<file path="src/sv/lvg_pkg.sv">
`timescale 1ns / 1ps
// ----------------------------------------------------------------------------
// Luma video line generator package
// Shared types, register indexes and arithmetic constants of the generator.
// ----------------------------------------------------------------------------
package lvg_pkg;

  // Configuration register indexes.
  localparam int CFG_IDX_W = 3;
  typedef enum logic [CFG_IDX_W-1:0] {
    CFG_ACTIVE_WIDTH  = 3'd0,
    CFG_ACTIVE_HEIGHT = 3'd1,
    CFG_HSYNC_LEN     = 3'd2,
    CFG_VSYNC_LINES   = 3'd3,
    CFG_SYNC_LEVEL    = 3'd4,
    CFG_BLACK_LEVEL   = 3'd5,
    CFG_WHITE_LEVEL   = 3'd6
  } cfg_idx_t;

  // Raster regions of the timing counters.
  typedef enum logic [1:0] {
    RG_VSYNC  = 2'd0,
    RG_HSYNC  = 2'd1,
    RG_ACTIVE = 2'd2
  } region_t;

  // Q16 BT.709 luma weights.
  localparam logic [15:0] LUMA_KR = 16'd13933;
  localparam logic [15:0] LUMA_KG = 16'd46871;
  localparam logic [15:0] LUMA_KB = 16'd4732;

  // Division by 255: the quotient is offset so that the dividend is never
  // negative, then found by an exact reciprocal multiply.
  localparam logic [25:0] DIV_OFFSET  = 26'd16711680;
  localparam logic [26:0] RECIP_255   = 27'd67372037;
  localparam int          RECIP_SHIFT = 34;
  localparam logic [18:0] QUOT_BIAS   = 19'd65536;

  localparam logic signed [15:0] SAMPLE_MAX = 16'sd32767;
  localparam logic signed [15:0] SAMPLE_MIN = -16'sd32767;

  // Queue between the timing front and the arithmetic back.
  localparam int FIFO_DEPTH = 4;
  localparam int FIFO_AW    = $clog2(FIFO_DEPTH);

  // Effective raster geometry.
  typedef struct packed {
    logic [10:0] aw;
    logic [10:0] ah;
    logic [7:0]  hs;
    logic [7:0]  vs;
  } geom_t;

  // Output levels.
  typedef struct packed {
    logic signed [15:0] sync;
    logic signed [15:0] black;
    logic signed [15:0] white;
  } levels_t;

  // One classified sample slot.
  typedef struct packed {
    logic [7:0] red;
    logic [7:0] green;
    logic [7:0] blue;
    logic       is_pixel;
    logic       frame_start;
  } slot_t;

endpackage

</file>
<file path="src/sv/lvg_pix_if.sv">
`timescale 1ns / 1ps
// ----------------------------------------------------------------------------
// Pixel input channel
// Valid/ready channel carrying one RGB pixel per transfer.
// ----------------------------------------------------------------------------
interface lvg_pix_if;
  logic       valid;
  logic       ready;
  logic [7:0] red;
  logic [7:0] green;
  logic [7:0] blue;

  modport source (output valid, output red, output green, output blue, input ready);
  modport sink   (input valid, input red, input green, input blue, output ready);
endinterface

</file>
<file path="src/sv/lvg_smp_if.sv">
`timescale 1ns / 1ps
// ----------------------------------------------------------------------------
// Sample output channel
// Valid/ready channel carrying one baseband sample and its flags per transfer.
// ----------------------------------------------------------------------------
interface lvg_smp_if;
  logic               valid;
  logic               ready;
  logic signed [15:0] sample;
  logic               pixel_taken;
  logic               frame_start;

  modport source (output valid, output sample, output pixel_taken, output frame_start,
                  input ready);
  modport sink   (input valid, input sample, input pixel_taken, input frame_start,
                  output ready);
endinterface

</file>
<file path="src/sv/lvg_cfg_if.sv">
`timescale 1ns / 1ps
// ----------------------------------------------------------------------------
// Configuration write channel
// Valid/ready channel carrying a register index and write data.
// ----------------------------------------------------------------------------
interface lvg_cfg_if;
  logic        valid;
  logic        ready;
  logic [2:0]  index;
  logic [15:0] data;

  modport source (output valid, output index, output data, input ready);
  modport sink   (input valid, input index, input data, output ready);
endinterface

</file>
<file path="src/sv/lvg_fifo.sv">
`timescale 1ns / 1ps
// ----------------------------------------------------------------------------
// Slot queue
// Short first-in first-out queue of classified slots between front and back.
// ----------------------------------------------------------------------------
module lvg_fifo (
  input  logic           clk,
  input  logic           rst_n,
  input  logic           push,
  input  lvg_pkg::slot_t push_slot,
  input  logic           pop,
  output logic           full,
  output logic           empty,
  output lvg_pkg::slot_t head
);
  import lvg_pkg::*;

  slot_t              mem_r [FIFO_DEPTH];
  logic [FIFO_AW-1:0] wr_ptr_r, wr_ptr_nxt;
  logic [FIFO_AW-1:0] rd_ptr_r, rd_ptr_nxt;
  logic [FIFO_AW:0]   cnt_r, cnt_nxt;

  // Pointer and fill count update.
  always_comb begin
    wr_ptr_nxt = push ? wr_ptr_r + 1'b1 : wr_ptr_r;
    rd_ptr_nxt = pop  ? rd_ptr_r + 1'b1 : rd_ptr_r;
    cnt_nxt    = cnt_r;
    if (push && !pop) begin
      cnt_nxt = cnt_r + 1'b1;
    end else if (pop && !push) begin
      cnt_nxt = cnt_r - 1'b1;
    end
  end

  always_ff @(posedge clk) begin
    if (!rst_n) begin
      wr_ptr_r <= '0;
      rd_ptr_r <= '0;
      cnt_r    <= '0;
    end else begin
      wr_ptr_r <= wr_ptr_nxt;
      rd_ptr_r <= rd_ptr_nxt;
      cnt_r    <= cnt_nxt;
    end
  end

  // Storage.
  always_ff @(posedge clk) begin
    if (push) begin
      mem_r[wr_ptr_r] <= push_slot;
    end
  end

  assign head  = mem_r[rd_ptr_r];
  assign full  = (cnt_r == (FIFO_AW+1)'(FIFO_DEPTH));
  assign empty = (cnt_r == '0);

endmodule

</file>
<file path="src/sv/lvg_front.sv">
`timescale 1ns / 1ps
// ----------------------------------------------------------------------------
// Raster timing front
// Accepts input slots, runs the raster counters and classifies each slot as
// sync or pixel, marking the first slot of a frame.
// ----------------------------------------------------------------------------
module lvg_front (
  input  logic           clk,
  input  logic           rst_n,
  lvg_pix_if.sink        in_if,
  input  lvg_pkg::geom_t geom,
  input  logic           full,
  output logic           push,
  output lvg_pkg::slot_t push_slot
);
  import lvg_pkg::*;

  typedef struct packed {
    region_t     region;
    logic [11:0] col;
    logic [10:0] line;
  } tmg_t;

  region_t     region_r, region_nxt;
  logic [11:0] col_r, col_nxt;
  logic [10:0] line_r, line_nxt;
  tmg_t        settled;
  logic        accept;

  // One step of moving the counters on to a slot that exists; holds the
  // position when it already names one.
  function automatic tmg_t settle_step(tmg_t s, geom_t g);
    tmg_t        n;
    logic [11:0] line_len;
    logic [10:0] line_inc;
    n        = s;
    line_len = {1'b0, g.aw} + {4'b0, g.hs};
    line_inc = s.line + 11'd1;
    case (s.region)
      RG_VSYNC: begin
        if (s.col >= line_len) begin
          n.col  = '0;
          n.line = line_inc;
        end else if (s.line >= {3'b0, g.vs}) begin
          n.region = RG_HSYNC;
          n.line   = '0;
          n.col    = '0;
        end
      end
      RG_HSYNC: begin
        if (s.col >= {4'b0, g.hs}) begin
          n.region = RG_ACTIVE;
          n.col    = '0;
        end
      end
      RG_ACTIVE: begin
        if (s.col >= {1'b0, g.aw}) begin
          n.col = '0;
          if (line_inc >= g.ah) begin
            n.region = RG_VSYNC;
            n.line   = '0;
          end else begin
            n.region = RG_HSYNC;
            n.line   = line_inc;
          end
        end
      end
      default: begin
        n.region = RG_VSYNC;
        n.col    = '0;
        n.line   = '0;
      end
    endcase
    return n;
  endfunction

  assign in_if.ready = !full;
  assign accept      = in_if.valid && !full;
  assign push        = accept;

  // Settle the counters, classify the slot and step the column on.
  always_comb begin
    settled = '{region: region_r, col: col_r, line: line_r};
    // At most four region changes happen before a real slot is reached.
    for (int i = 0; i < 4; i++) begin
      settled = settle_step(settled, geom);
    end

    push_slot.red         = in_if.red;
    push_slot.green       = in_if.green;
    push_slot.blue        = in_if.blue;
    push_slot.is_pixel    = (settled.region == RG_ACTIVE);
    push_slot.frame_start = (settled.line == '0) && (settled.col == '0) &&
                            ((settled.region == RG_VSYNC) ||
                             (settled.region == RG_HSYNC && geom.vs == '0) ||
                             (settled.region == RG_ACTIVE && geom.vs == '0 &&
                              geom.hs == '0));

    region_nxt = region_r;
    col_nxt    = col_r;
    line_nxt   = line_r;
    if (accept) begin
      region_nxt = settled.region;
      col_nxt    = settled.col + 12'd1;
      line_nxt   = settled.line;
    end
  end

  always_ff @(posedge clk) begin
    if (!rst_n) begin
      region_r <= RG_VSYNC;
      col_r    <= '0;
      line_r   <= '0;
    end else begin
      region_r <= region_nxt;
      col_r    <= col_nxt;
      line_r   <= line_nxt;
    end
  end

endmodule

</file>
<file path="src/sv/lvg_back.sv">
`timescale 1ns / 1ps
// ----------------------------------------------------------------------------
// Sample arithmetic back
// Pipeline that turns classified slots into clamped baseband samples: luma,
// level scaling, division by 255 and the output register.
// ----------------------------------------------------------------------------
module lvg_back (
  input  logic             clk,
  input  logic             rst_n,
  input  logic             empty,
  input  lvg_pkg::slot_t   head,
  output logic             pop,
  input  lvg_pkg::levels_t lvl,
  lvg_smp_if.source        out_if
);
  import lvg_pkg::*;

  logic               adv;

  logic               a_vld_r, a_pix_r, a_fs_r;
  logic [23:0]        a_y_r;
  logic signed [16:0] a_diff_r;

  logic               b_vld_r, b_pix_r, b_fs_r;
  logic signed [40:0] b_num_r;

  logic               c_vld_r, c_pix_r, c_fs_r;
  logic [25:0]        c_u_r;

  logic               d_vld_r, d_pix_r, d_fs_r;
  logic [16:0]        d_q_r;

  logic               out_vld_r;
  logic signed [15:0] out_sample_r;
  logic               out_pix_r, out_fs_r;

  logic [23:0]        y_nxt;
  logic signed [16:0] diff_nxt;
  logic signed [41:0] num_full;
  logic [25:0]        u_nxt;
  logic [52:0]        prod;
  logic signed [18:0] pix_sum;
  logic signed [15:0] sample_nxt;

  // The whole pipe moves when the output register is free or being emptied.
  assign adv = !out_vld_r || out_if.ready;
  assign pop = adv && !empty;

  // Stage A: luma and level span.
  always_comb begin
    y_nxt    = 24'(LUMA_KR * 24'(head.red)) + 24'(LUMA_KG * 24'(head.green)) +
               24'(LUMA_KB * 24'(head.blue));
    diff_nxt = {lvl.white[15], lvl.white} - {lvl.black[15], lvl.black};
  end

  // Stage B: scaled luma; Stage C: shifted and offset dividend.
  always_comb begin
    num_full = a_diff_r * $signed({1'b0, a_y_r});
    u_nxt    = 26'({b_num_r[40], b_num_r[40:16]} + DIV_OFFSET);
    prod     = 53'(c_u_r) * 53'(RECIP_255);
  end

  // Output stage: add black level and clamp; sync slots give the clamped
  // sync level.
  always_comb begin
    pix_sum = $signed({2'b0, d_q_r}) - $signed(QUOT_BIAS) +
              19'(lvl.black);
    if (d_pix_r) begin
      if (pix_sum > 19'(SAMPLE_MAX)) begin
        sample_nxt = SAMPLE_MAX;
      end else if (pix_sum < 19'(SAMPLE_MIN)) begin
        sample_nxt = SAMPLE_MIN;
      end else begin
        sample_nxt = pix_sum[15:0];
      end
    end else begin
      sample_nxt = (lvl.sync < SAMPLE_MIN) ? SAMPLE_MIN : lvl.sync;
    end
  end

  // Stage valid bits.
  always_ff @(posedge clk) begin
    if (!rst_n) begin
      a_vld_r   <= 1'b0;
      b_vld_r   <= 1'b0;
      c_vld_r   <= 1'b0;
      d_vld_r   <= 1'b0;
      out_vld_r <= 1'b0;
    end else if (adv) begin
      a_vld_r   <= !empty;
      b_vld_r   <= a_vld_r;
      c_vld_r   <= b_vld_r;
      d_vld_r   <= c_vld_r;
      out_vld_r <= d_vld_r;
    end
  end

  // Stage payloads.
  always_ff @(posedge clk) begin
    if (adv) begin
      a_y_r        <= y_nxt;
      a_diff_r     <= diff_nxt;
      a_pix_r      <= head.is_pixel;
      a_fs_r       <= head.frame_start;
      b_num_r      <= num_full[40:0];
      b_pix_r      <= a_pix_r;
      b_fs_r       <= a_fs_r;
      c_u_r        <= u_nxt;
      c_pix_r      <= b_pix_r;
      c_fs_r       <= b_fs_r;
      d_q_r        <= prod[RECIP_SHIFT+16:RECIP_SHIFT];
      d_pix_r      <= c_pix_r;
      d_fs_r       <= c_fs_r;
      out_sample_r <= sample_nxt;
      out_pix_r    <= d_pix_r;
      out_fs_r     <= d_fs_r;
    end
  end

  assign out_if.valid       = out_vld_r;
  assign out_if.sample      = out_sample_r;
  assign out_if.pixel_taken = out_pix_r;
  assign out_if.frame_start = out_fs_r;

endmodule

</file>
<file path="src/sv/luma_video_line_generator_core.sv">
`timescale 1ns / 1ps
// ----------------------------------------------------------------------------
// Luma video line generator
// Emits one baseband sample per input slot: sync lines, sync pulses and
// BT.709 luma pixels scaled between the black and white levels.
//
//   Channel  Direction  Transfer carries
//   in_if    in         red, green, blue of the next pixel
//   out_if   out        sample, pixel_taken, frame_start
//   cfg_if   in         register index and write data
//
// Sustained rate is one slot per clock unless the output stalls, set by the
// raster counter update in the front. A slot passes the queue and stage
// registers A to D into the output register. Reset is synchronous and no
// clearing pass is needed. A stall on the output freezes the arithmetic
// pipe; the front keeps taking slots until the four-entry queue is full.
// ----------------------------------------------------------------------------
module luma_video_line_generator_core (
  input  logic      clk,
  input  logic      rst_n,
  lvg_pix_if.sink   in_if,
  lvg_smp_if.source out_if,
  lvg_cfg_if.sink   cfg_if
);
  import lvg_pkg::*;

  logic [10:0]        aw_r;
  logic [10:0]        ah_r;
  logic [7:0]         hs_r;
  logic [7:0]         vs_r;
  logic signed [15:0] sync_r;
  logic signed [15:0] black_r;
  logic signed [15:0] white_r;

  geom_t   geom;
  levels_t lvl;
  logic    push, pop, full, empty;
  slot_t   push_slot, head;

  // Register file; writes beyond the list are dropped.
  assign cfg_if.ready = 1'b1;

  always_ff @(posedge clk) begin
    if (!rst_n) begin
      aw_r    <= 11'd640;
      ah_r    <= 11'd480;
      hs_r    <= 8'd5;
      vs_r    <= 8'd10;
      sync_r  <= -16'sd32767;
      black_r <= -16'sd16383;
      white_r <= 16'sd32767;
    end else if (cfg_if.valid) begin
      case (cfg_if.index)
        CFG_ACTIVE_WIDTH:  aw_r    <= cfg_if.data[10:0];
        CFG_ACTIVE_HEIGHT: ah_r    <= cfg_if.data[10:0];
        CFG_HSYNC_LEN:     hs_r    <= cfg_if.data[7:0];
        CFG_VSYNC_LINES:   vs_r    <= cfg_if.data[7:0];
        CFG_SYNC_LEVEL:    sync_r  <= cfg_if.data;
        CFG_BLACK_LEVEL:   black_r <= cfg_if.data;
        CFG_WHITE_LEVEL:   white_r <= cfg_if.data;
        default: ;
      endcase
    end
  end

  // A zero width or height counts as one.
  always_comb begin
    geom.aw   = (aw_r == '0) ? 11'd1 : aw_r;
    geom.ah   = (ah_r == '0) ? 11'd1 : ah_r;
    geom.hs   = hs_r;
    geom.vs   = vs_r;
    lvl.sync  = sync_r;
    lvl.black = black_r;
    lvl.white = white_r;
  end

  lvg_front u_front (
    .clk       (clk),
    .rst_n     (rst_n),
    .in_if     (in_if),
    .geom      (geom),
    .full      (full),
    .push      (push),
    .push_slot (push_slot)
  );

  lvg_fifo u_fifo (
    .clk       (clk),
    .rst_n     (rst_n),
    .push      (push),
    .push_slot (push_slot),
    .pop       (pop),
    .full      (full),
    .empty     (empty),
    .head      (head)
  );

  lvg_back u_back (
    .clk    (clk),
    .rst_n  (rst_n),
    .empty  (empty),
    .head   (head),
    .pop    (pop),
    .lvl    (lvl),
    .out_if (out_if)
  );

endmodule

</file>
<file path="src/flat_wrapper.sv">
// flat-port wrapper written by rule: the top's interface ports become plain ports
module luma_video_line_generator_core_flat import lvg_pkg::*;
  (clk, rst_n, in_if_valid, in_if_red, in_if_green, in_if_blue, in_if_ready, out_if_valid, out_if_sample, out_if_pixel_taken, out_if_frame_start, out_if_ready, cfg_if_valid, cfg_if_index, cfg_if_data, cfg_if_ready);
  lvg_pix_if in_if_i ();
  lvg_smp_if out_if_i ();
  lvg_cfg_if cfg_if_i ();
  input  logic clk;
  input  logic rst_n;
  input wire logic [$bits(in_if_i.valid)-1:0] in_if_valid;
  input wire logic [$bits(in_if_i.red)-1:0] in_if_red;
  input wire logic [$bits(in_if_i.green)-1:0] in_if_green;
  input wire logic [$bits(in_if_i.blue)-1:0] in_if_blue;
  output wire logic [$bits(in_if_i.ready)-1:0] in_if_ready;
  output wire logic [$bits(out_if_i.valid)-1:0] out_if_valid;
  output wire logic [$bits(out_if_i.sample)-1:0] out_if_sample;
  output wire logic [$bits(out_if_i.pixel_taken)-1:0] out_if_pixel_taken;
  output wire logic [$bits(out_if_i.frame_start)-1:0] out_if_frame_start;
  input wire logic [$bits(out_if_i.ready)-1:0] out_if_ready;
  input wire logic [$bits(cfg_if_i.valid)-1:0] cfg_if_valid;
  input wire logic [$bits(cfg_if_i.index)-1:0] cfg_if_index;
  input wire logic [$bits(cfg_if_i.data)-1:0] cfg_if_data;
  output wire logic [$bits(cfg_if_i.ready)-1:0] cfg_if_ready;
  assign in_if_i.valid = in_if_valid;
  assign in_if_i.red = in_if_red;
  assign in_if_i.green = in_if_green;
  assign in_if_i.blue = in_if_blue;
  assign in_if_ready = in_if_i.ready;
  assign out_if_valid = out_if_i.valid;
  assign out_if_sample = out_if_i.sample;
  assign out_if_pixel_taken = out_if_i.pixel_taken;
  assign out_if_frame_start = out_if_i.frame_start;
  assign out_if_i.ready = out_if_ready;
  assign cfg_if_i.valid = cfg_if_valid;
  assign cfg_if_i.index = cfg_if_index;
  assign cfg_if_i.data = cfg_if_data;
  assign cfg_if_ready = cfg_if_i.ready;
  luma_video_line_generator_core u_core (.clk(clk), .rst_n(rst_n), .in_if(in_if_i), .out_if(out_if_i), .cfg_if(cfg_if_i));
endmodule
</file>
<file path="config.mk">
export PLATFORM = sky130hd
export DESIGN_NAME = luma_video_line_generator_core_flat
export DESIGN_NICKNAME = d
export VERILOG_FILES = /design/src/sv/lvg_pkg.sv /design/src/sv/lvg_pix_if.sv /design/src/sv/lvg_smp_if.sv /design/src/sv/lvg_cfg_if.sv /design/src/sv/lvg_fifo.sv /design/src/sv/lvg_front.sv /design/src/sv/lvg_back.sv /design/src/sv/luma_video_line_generator_core.sv /design/src/flat_wrapper.sv
export SDC_FILE = /design/constraint.sdc
export NUM_CORES = 2
export LEC_CHECK = 0
export ABC_AREA = 1
export BUFFER_PORTS_ARGS = -buffer_cell sky130_fd_sc_hd__buf_2
export CAP_MARGIN = 5
export CORE_UTILIZATION = 50
export DETAILED_ROUTE_END_ITERATION = 6
export HOLD_SLACK_MARGIN = 0.06
export PLACE_DENSITY = 0.67
export SETUP_SLACK_MARGIN = 0.02
export SLEW_MARGIN = 40
export SYNTH_ARGS = -nofsm -noshare
export SYNTH_HDL_FRONTEND = slang
export SYNTH_HIERARCHICAL = 1
export SYNTH_SLANG_ARGS = --single-unit
</file>
<file path="constraint.sdc">
create_clock -name clk -period 12.35 [get_ports clk]
set_input_delay 0.6175 -clock clk [delete_from_list [all_inputs] [get_ports clk]]
set_output_delay 0.6175 -clock clk [all_outputs]
set_load 0.02 [all_outputs]
</file>
==> flow_metrics.py <==
metrics = {
    "run_status": {
        "outcome": "complete, no violations",
    },
    "floorplan": {
        "chipWidth_um": 316.1,
        "die_y_um": 316.1,
        "coreArea_mm2": 0.09714,
        "num_io_pins": 69,
        "dieArea_mm2": 0.09991,
        "num_rows": 114,
        "initial_core_util": 0.5078,
    },
    "logic_synthesis": {
        "synthesis.nets": 7371,
        "syn_avg_cell_area_um2": 8.082,
        "async_reset_ff_frac": 0,
        "synth.cell_area_mm2": 0.04932,
        "synth.area.top_cells": "fa_1 (20%), ha_1 (18%), edfxtp_1 (15%)",
        "synth_top_area_frac": 0.2050,
        "synth_fa_ha_area_frac": 0.3863,
        "dominantRegCellSynth": "edfxtp_1",
        "synth_cell_types": 73,
        "synth_simple_gate_area_frac": 0.1986,
        "synth.area.mux_share": 0,
        "synth-compound-area-share": 0.07772,
        "synth_top_family_by_area": "adder cells",
        "ys_seq_elements": 364,
        "yosysWarnings": 6,
        "synth_edf_count": 239,
        "synth_cells": 6103,
        "yosysSeqAreaShare": 0.1962,
        "synth_area_leader_cell": "fa_1",
        "synthXorXnorAreaFrac": 0.02288,
    },
    "critical_path": {
        "endpoint_kind": "flop",
        "arrival_ps": 12060,
        "cp_max_fo": 10,
        "slowest_delay_ps": 360,
        "slowest_stage": "dfxtp_2",
        "critical_path_class": "reg2reg",
        "crit_top_cell": "inv_1",
        "crit_required_ps": 12810,
        "crit_path_start_kind": "flop",
    },
    "timing": {
        "fin_hold_ws_ps": 244.2,
        "fin_setup_tns_ps": 0,
        "max_slew_margin": 0.4252,
        "finalSetupViolations": 0,
        "finalHoldViolCount": 0,
        "clock_skew_ps": 36.51,
        "max_freq_mhz": 86.24,
        "period_minus_slack_ps": 11600,
        "slew_violations": 0,
        "fin_crit_sh": 0.9390,
        "tightestPinTransition_ps": 862.1,
    },
    "clocking": {
        "cts.root.buffer_cell": "clkbuf_16",
        "path_clk_slew_ps": 60,
        "htreeDepth": 2,
        "cts_made_buffers": 43,
        "cts_hold_buf": 0,
        "cts_buffer_depth": 3,
        "cts_tree": "built",
        "clock_latency_ps": 600,
        "clock_sinks": 364,
    },
    "global_route": {
        "antenna_found_initial": 1,
        "grt_pass1_wl_um": 207000,
        "grt_pass1_vias": 39320,
        "globalRoute.totalOverflow": 0,
        "grt_max_degree": 92,
        "grt_usage": 0.2618,
    },
    "cells_and_area": {
        "fillers": 9116,
        "nets": 7372,
        "post_route_cells_drive_above_1_share": 0.07869,
        "diodes": 0,
        "syn2layout_area_growth_pct": 6.448,
    },
    "routing": {
        "drc": 0,
        "firstDrtPassIters": 6,
        "via_per_inst": 5.296,
        "wl_um": 129000,
        "ant_nets": 0,
        "drt_iter0_drc": 2551,
        "vias": 39270,
        "post_drt_wl_per_cell_um": 17.40,
    },
    "hold_path": {
        "hold_class": "in2reg",
    },
    "job": {
        "drv_cap": 0,
    },
    "placed_design": {
        "hpwlAfterDp_um": 103800,
        "io_buffers": 67,
        "gp_congestion": 0.9599,
    },
}
state kept, by name (all words and copies together) (netlist names), 3 cells and up, named ones only:
name                         count
u_core/u_front/col_r            12
u_core/u_fifo/mem_r            104
u_core/hs_r                      8
u_core/u_back/c_u_r             26
u_core/u_back/a_y_r             24
u_core/u_back/out_if.sample     16
u_core/vs_r                      8
u_core/white_r                  16
u_core/u_front/line_r           11
u_core/aw_r                     11
u_core/u_back/b_num_r           25
u_core/u_back/a_diff_r          17
u_core/sync_r                   16
u_core/u_back/d_q_r             17
u_core/black_r                  16
u_core/ah_r                     11
u_core/u_fifo/cnt_r              3
per-layer routing:
metal	vias to the layer above	wire length [um]	global-route usage
li1	19180	-	-
met1	18900	58640	0.3611
met2	1009	60550	0.4377
met3	187	6574	0.02793
met4	0	3229	0.06994
met5	-	0	0
synthesized netlist by cell type, types with 9 or more instances:
cell	n
dfxtp_1	125
a21oi_2	16
or2_2	26
edfxtp_1	239
nor2_2	24
xor2_1	95
buf_4	34
o21ai_1	28
inv_1	1265
nand2_1	1234
nand3_1	249
o21a_1	20
o21ai_0	194
nand3_4	10
nand4_1	56
clkbuf_1	113
nand2_2	48
a21boi_0	11
nand2_4	10
a31oi_1	15
nor2_1	436
ha_1	715
buf_2	23
nor4_1	17
a21o_1	19
o22ai_1	26
nor2_4	16
inv_2	47
xnor2_1	32
o211ai_1	9
nor3_1	31
fa_1	505
a21oi_1	285
nand3_2	22
o21bai_1	17
final cells by class:
class | instances | area, um2 | area share
clock buffer | 60 | 1180 | 0.02247
clock inverter | 19 | 201.4 | 0.003837
inverter | 1317 | 4957 | 0.09441
multi-input combinational | 4241 | 34000 | 0.6475
sequential | 364 | 9683 | 0.1844
tap | 1276 | 1597 | 0.03041
timing repair buffer | 137 | 892.1 | 0.01699
kinds of logic after synthesis:
kind of cell | count (synthesis)
AOI/OAI and AO/OA | 675
xor gates and xnor gates | 128
adders and majority gates | 1220
buffers and inverters | 1498
DFF | 364
other | 1
and+or+nand+nor | 2217
cells in the final DEF, fill, tap and decap left out, drive strengths merged, types with 19 or more instances in the layout:
cell type  count
or2           27
nor2         478
ha           715
buf          137
xor2          96
nand3        281
clkbuf        60
a21oi        304
o21ai        225
nor3          39
dfxtp        125
edfxtp       239
fa           505
inv         1320
o21a          20
a21o          19
nand2       1292
nand4         59
o22ai         26
xnor2         32
worst max-delay path, delay by kind of cell (launching register included):
family                     cells  cell delay, ps
xor gates and xnor gates       1             190
DFF                            1             360
buffers and inverters          9             820
AOI/OAI and AO/OA             18            2800
and+or+nand+nor               41            5680
adders and majority gates      6            1550
repair_timing:
action | in CTS | in global routing
setup endpoints to repair | 0 | 27
buffers inserted | 0 | 10
hold endpoints to repair | 0 | 0
gates resized for setup | 0 | 33
through the flow:
step	util	worst slack (ps)	instance area (um2)	instances
detailed placement	0.5236	493.9	50860	7322
global route	0.5405	-65.99	52510	7414
finish	0.5405	753.8	52510	7414
CTS	0.5378	437.3	52240	7401
global placement	0.5233	685.5	50830	7322
floorplan	-	2059	49320	6103
final timing paths:
path,startpoint,endpoint,slack [ps],cells past startpoint
worst min register to register,u_core/u_back/b_num_r[27]$_DFFE_PN_,u_core/u_back/c_u_r[11]$_DFFE_PN_,410,0
worst max register to register,u_core/aw_r[10]$_SDFFE_PN0P_,u_core/u_front/col_r[6]$_SDFFE_PN0P_,750,75
worst min-delay path,in_if_blue[6],u_core/u_fifo/mem_r[3][8]$_DFFE_PP_,240,1
worst max-delay path,u_core/aw_r[10]$_SDFFE_PN0P_,u_core/u_front/col_r[6]$_SDFFE_PN0P_,750,75
Power is not shown: default switching activity piles up to over one toggle a cycle in this logic, so the estimate is an artifact.
